<file path="config.mk">
export PLATFORM = sky130hd
export DESIGN_NAME = zwpt_ctrl
export DESIGN_NICKNAME = d
export VERILOG_FILES = /design/src/rtl/core/zwpt_pkg.sv /design/src/rtl/core/zwpt_ctrl.sv
export SDC_FILE = /design/constraint.sdc
export NUM_CORES = 1
export LEC_CHECK = 0
export BUFFER_PORTS_ARGS = -buffer_cell sky130_fd_sc_hd__buf_2
export CAP_MARGIN = 0
export CORE_AREA = 2 2 39 41
export CTS_CLUSTER_SIZE = 24
export DETAILED_ROUTE_END_ITERATION = 12
export DIE_AREA = 0 0 41 43
export PLACE_DENSITY = 0.38
export SLEW_MARGIN = 0
export SYNTH_ARGS = -nofsm -noshare
export SYNTH_HDL_FRONTEND = slang
export SYNTH_SLANG_ARGS = --single-unit
</file>
<file path="constraint.sdc">
create_clock -name i_clk -period 2.38 [get_ports i_clk]
set_input_delay 0 -clock i_clk [delete_from_list [all_inputs] [get_ports i_clk]]
set_output_delay 0 -clock i_clk [all_outputs]
set_load 0.005 [all_outputs]
</file>
<file path="src/rtl/core/zwpt_pkg.sv">
// ----------------------------------------------------------------------------
// Zone write pointer table package
// Types, field widths, codes and defaults shared by the table's modules.
// ----------------------------------------------------------------------------
package zwpt_pkg;

    localparam int LBA_W       = 40;
    localparam int PTR_W       = 32;
    localparam int LEN_W       = 16;
    localparam int CFG_W       = 32;
    localparam int DIV_STEPS   = LBA_W;
    localparam int DIV_CNT_W   = $clog2(DIV_STEPS);

    localparam int NUM_ZONES_DEF = 1024;

    localparam logic [CFG_W-1:0] ZONE_SIZE_RST     = 32'd524288;
    localparam logic [CFG_W-1:0] ZONE_CAPACITY_RST = 32'd524288;

    typedef enum logic {
        KIND_APPEND = 1'b0,
        KIND_READ   = 1'b1
    } t_kind;

    typedef enum logic [2:0] {
        ST_OK        = 3'd0,
        ST_RANGE     = 3'd1,
        ST_NOT_START = 3'd2,
        ST_CAPACITY  = 3'd3,
        ST_PAST_PTR  = 3'd4
    } t_status;

    typedef enum logic {
        CFG_ZONE_SIZE     = 1'b0,
        CFG_ZONE_CAPACITY = 1'b1
    } t_cfg_reg;

    typedef enum logic [2:0] {
        S_CLEAR,
        S_IDLE,
        S_DIV,
        S_RD,
        S_EVAL
    } t_state;

    typedef struct packed {
        t_kind              kind;
        logic [LBA_W-1:0]   lba;
        logic [LEN_W-1:0]   length;
    } t_req;

    typedef struct packed {
        logic [LBA_W-1:0]   placed_sector;
        t_status            status;
        logic [PTR_W-1:0]   pointer_now;
    } t_result;

    typedef struct packed {
        logic clr_step;
        logic load;
        logic div_step;
        logic rd_issue;
        logic eval;
    } t_cmd;

    typedef struct packed {
        logic clr_last;
        logic div_last;
    } t_stat;

endpackage

</file>
<file path="src/rtl/core/zwpt_ctrl.sv">
// ----------------------------------------------------------------------------
// Zone write pointer table controller
// Sequences table clearing, the serial divide, the pointer read and the update.
// ----------------------------------------------------------------------------
module zwpt_ctrl
    import zwpt_pkg::*;
(
    input  logic  i_clk,
    input  logic  i_rst_n,
    input  logic  start,
    input  t_stat i_stat,
    output t_cmd  o_cmd,
    output logic  busy
);

    t_state r_state;
    t_state n_state;

    always_ff @(posedge i_clk) begin
        if (!i_rst_n) begin
            r_state <= S_CLEAR;
        end else begin
            r_state <= n_state;
        end
    end

    always_comb begin
        n_state = r_state;
        o_cmd   = '0;
        busy    = 1'b1;
        unique case (r_state)
            S_CLEAR: begin
                o_cmd.clr_step = 1'b1;
                if (i_stat.clr_last) begin
                    n_state = S_IDLE;
                end
            end
            S_IDLE: begin
                busy = 1'b0;
                if (start) begin
                    o_cmd.load = 1'b1;
                    n_state    = S_DIV;
                end
            end
            S_DIV: begin
                o_cmd.div_step = 1'b1;
                if (i_stat.div_last) begin
                    n_state = S_RD;
                end
            end
            S_RD: begin
                o_cmd.rd_issue = 1'b1;
                n_state        = S_EVAL;
            end
            S_EVAL: begin
                o_cmd.eval = 1'b1;
                n_state    = S_IDLE;
            end
            default: begin
                n_state = S_CLEAR;
            end
        endcase
    end

endmodule

</file>
==> run_results.csv <==
group,metric,value,unit
run_status,status,"completed",
timing,fin_tns_setup,0,ps
floorplanning,core_area,1380,µm²
cells_and_area,reg.largest.list,"r_state: 3 flops",
timing,drv_slew,0,
global_routing,grt_pass1_wl,855,µm
routing,postRouteAntennaNets,0,
power,power_density,625,nW/µm²
global_routing,grt_max_degree,11,
logic_synthesis,yosys.area_share.adder,0,
routing,drc,0,
routing,routed_wl,453,µm
timing,fmax,759,MHz
clock_network,ctsHoldBuffers,1,
timing,rsz0062_at_grt,"false",
global_routing,grt.total_usage,0.0812,
placed_design,dp_hpwl,328,µm
critical_path,cp-start-kind,"register",
logic_synthesis,yosys.area_share.simple,0.448,
routing,first_iter_violations,2,
clock_network,cts_setup_buffers,0,
placed_design,finalWeightedCongestion,0.675,
logic_synthesis,yosysTopAreaCell,"dfxtp_1",
timing,hold_viol_final,0,
critical_path,arrival,1320,ps
placed_design,dp_slack,1310,ps
logic_synthesis,yosys-top-cells-count,"dfxtp_1 (3), buf_6 (2), nor3_1 (2), nor3b_1 (2)",
logic_synthesis,synth-edff-count,0,
cells_and_area,num_antenna_cells,0,
logic_synthesis,synth.area.mux_share,0.0523,
cells_and_area,nets,40,
timing,layout_min_cycle_time,1320,ps
logic_synthesis,synth-compound-area-share,0.0407,
clock_network,cts_buffers,3,
worst_hold_path,hp-class,"in -> reg",
logic_synthesis,yosysMostFrequentCell,"dfxtp_1",
critical_path,worstPathCellList,"or3b_4 > nor2_2 > buf_2",
floorplanning,row_count,14,
cells_and_area,largest_register_ffs,3,
logic_synthesis,synth_area_per_cell,9.36,µm²
clock_network,clk_pin_slew,40,ps
critical_path,crit_path_max_incr_delay,480,ps
logic_synthesis,syn_area,215,µm²
floorplanning,die_w,41,µm
cells_and_area,regMostFlops,"r_state",
clock_network,clock_sinks,3,
logic_synthesis,synthTopCellsByArea,"dfxtp_1 (28%), buf_6 (10%), nor3b_1 (7.0%), nor3b_2 (5.8%), mux2_2 (5.2%)",
critical_path,end_kind,"output port",
logic_synthesis,synth.top_cell.area_share,0.279,
global_routing,grt-ovfl-total,0,
floorplanning,die_area,1760,µm²
timing,slew-limit-headroom,0.802,
timing,setup_viol_count_final,0,
logic_synthesis,ys.flop_type,"dfxtp_1",
clock_network,cts_max_level,1,
logic_synthesis,ys_types,18,
flow_run,cap_violations,0,
logic_synthesis,yosysSeqAreaShare,0.279,
logic_synthesis,yosys_register_bits,3,
clock_network,post_cts_resized,0,
placed_design,dp.cells,45,
critical_path,cp_max_fo,10,
timing,fin_skew,0.343,ps
floorplanning,die_y,43,µm
clock_network,cts_tree,"done",
cells_and_area,syn2layout_area_growth,33.1,%
routing,via_per_inst,3.80,
critical_path,crit_type,"reg -> out",
power,leakage,0.131,nW
clock_network,clock_path_buffers,2,
timing,fin_crit_sh,0.554,
timing,worst_slack,1060,ps
clock_network,clock_latency,230,ps
global_routing,grt_pass1_vias,190,
logic_synthesis,syn-instance-count,23,
cells_and_area,drive_above_1_share,0.500,
placed_design,io_buffer_count,10,
logic_synthesis,syn_nets,28,
critical_path,crit_slowest_cell,"dfxtp_1",
floorplanning,start_util,0.156,
routing,num_vias,190,
power,irDropWorstVdd,0.000135,V
logic_synthesis,synth_warnings,0,
cells_and_area,fin_util,0.207,
routing,wl_per_cell,9.06,µm
clock_network,cts-root-buf,"clkbuf_4",
floorplanning,io_pins,11,
critical_path,required,2380,ps
global_routing,antenna_found_initial,0,
logic_synthesis,synth_xor_area_frac,0,
cells_and_area,fin_cells,50,
logic_synthesis,synth_top_family_by_area,"simple AND/OR/NAND/NOR gates",
timing,worst_slew_pin_slew,296,ps
power,power.total,0.179,mW
logic_synthesis,async_reset_ff_frac,0,
routing,dr.pass1.iters,2,
-- layout by cell type, fill, tap and decap left out, drive strengths merged --
cell type	count
nor3b	3
o31a	1
nor2	2
dlygate4sd3	1
buf	10
or3b	1
and2	1
nand2	1
and3b	1
inv	1
nor4bb	1
mux2	1
nor3	2
nor4b	1
dfxtp	3
clkbuf	4
-- routing by layer --
metal,vias up,wire length (µm),global-route usage
met5,-,0,0
met2,11,182,0.0844
met4,0,0,0.0800
met3,0,37,0.0628
met1,80,232,0.0962
li1,99,-,-
-- kinds of logic (layout without fill, tap and decap cells) --
kind of cell / count (synthesis) / after routing
mux: 1 / 1
simple gates: 13 / 13
compound gates: 1 / 1
flops: 3 / 3
buf+inv: 5 / 16
-- critical path: cells and delay by family (launching register included) --
family | cells | cell delay [ps]
simple gates | 2 | 490
flops | 1 | 480
buf+inv | 1 | 110
-- metrics by stage --
step                      hold slack [ps]  area, µm²
after floorplan                      80.4        215
after global placement                245        250
after detailed placement              243        250
after CTS                             160        287
after global routing                  169        287
final                                 167        287
-- worst paths after layout --
path / cells past startpoint / slack [ps] / endpoint / start
worst max-delay path: 3 / 1060 / o_cmd[3] / r_state[0]
worst min-delay path: 4 / 170 / r_state[1] / start
worst max register to register: 2 / 1320 / r_state[1] / r_state[1]
worst min register to register: 1 / 610 / r_state[1] / r_state[2]
-- cell type report --
type	instances	area, µm²
timing repair buffer	11	60.1
tap	16	20.0
clock buffer	4	26.3
multi-input combinational	15	116
sequential	3	60.1
fill	159	1100
inverter	1	3.75
-- report_power, final --
part	internal, mW	switching (mW)
Combinational	0.0187	0.00997
Sequential	0.0537	0.00700
Clock	0.0629	0.0270
Power figures use the tool's default switching activity.
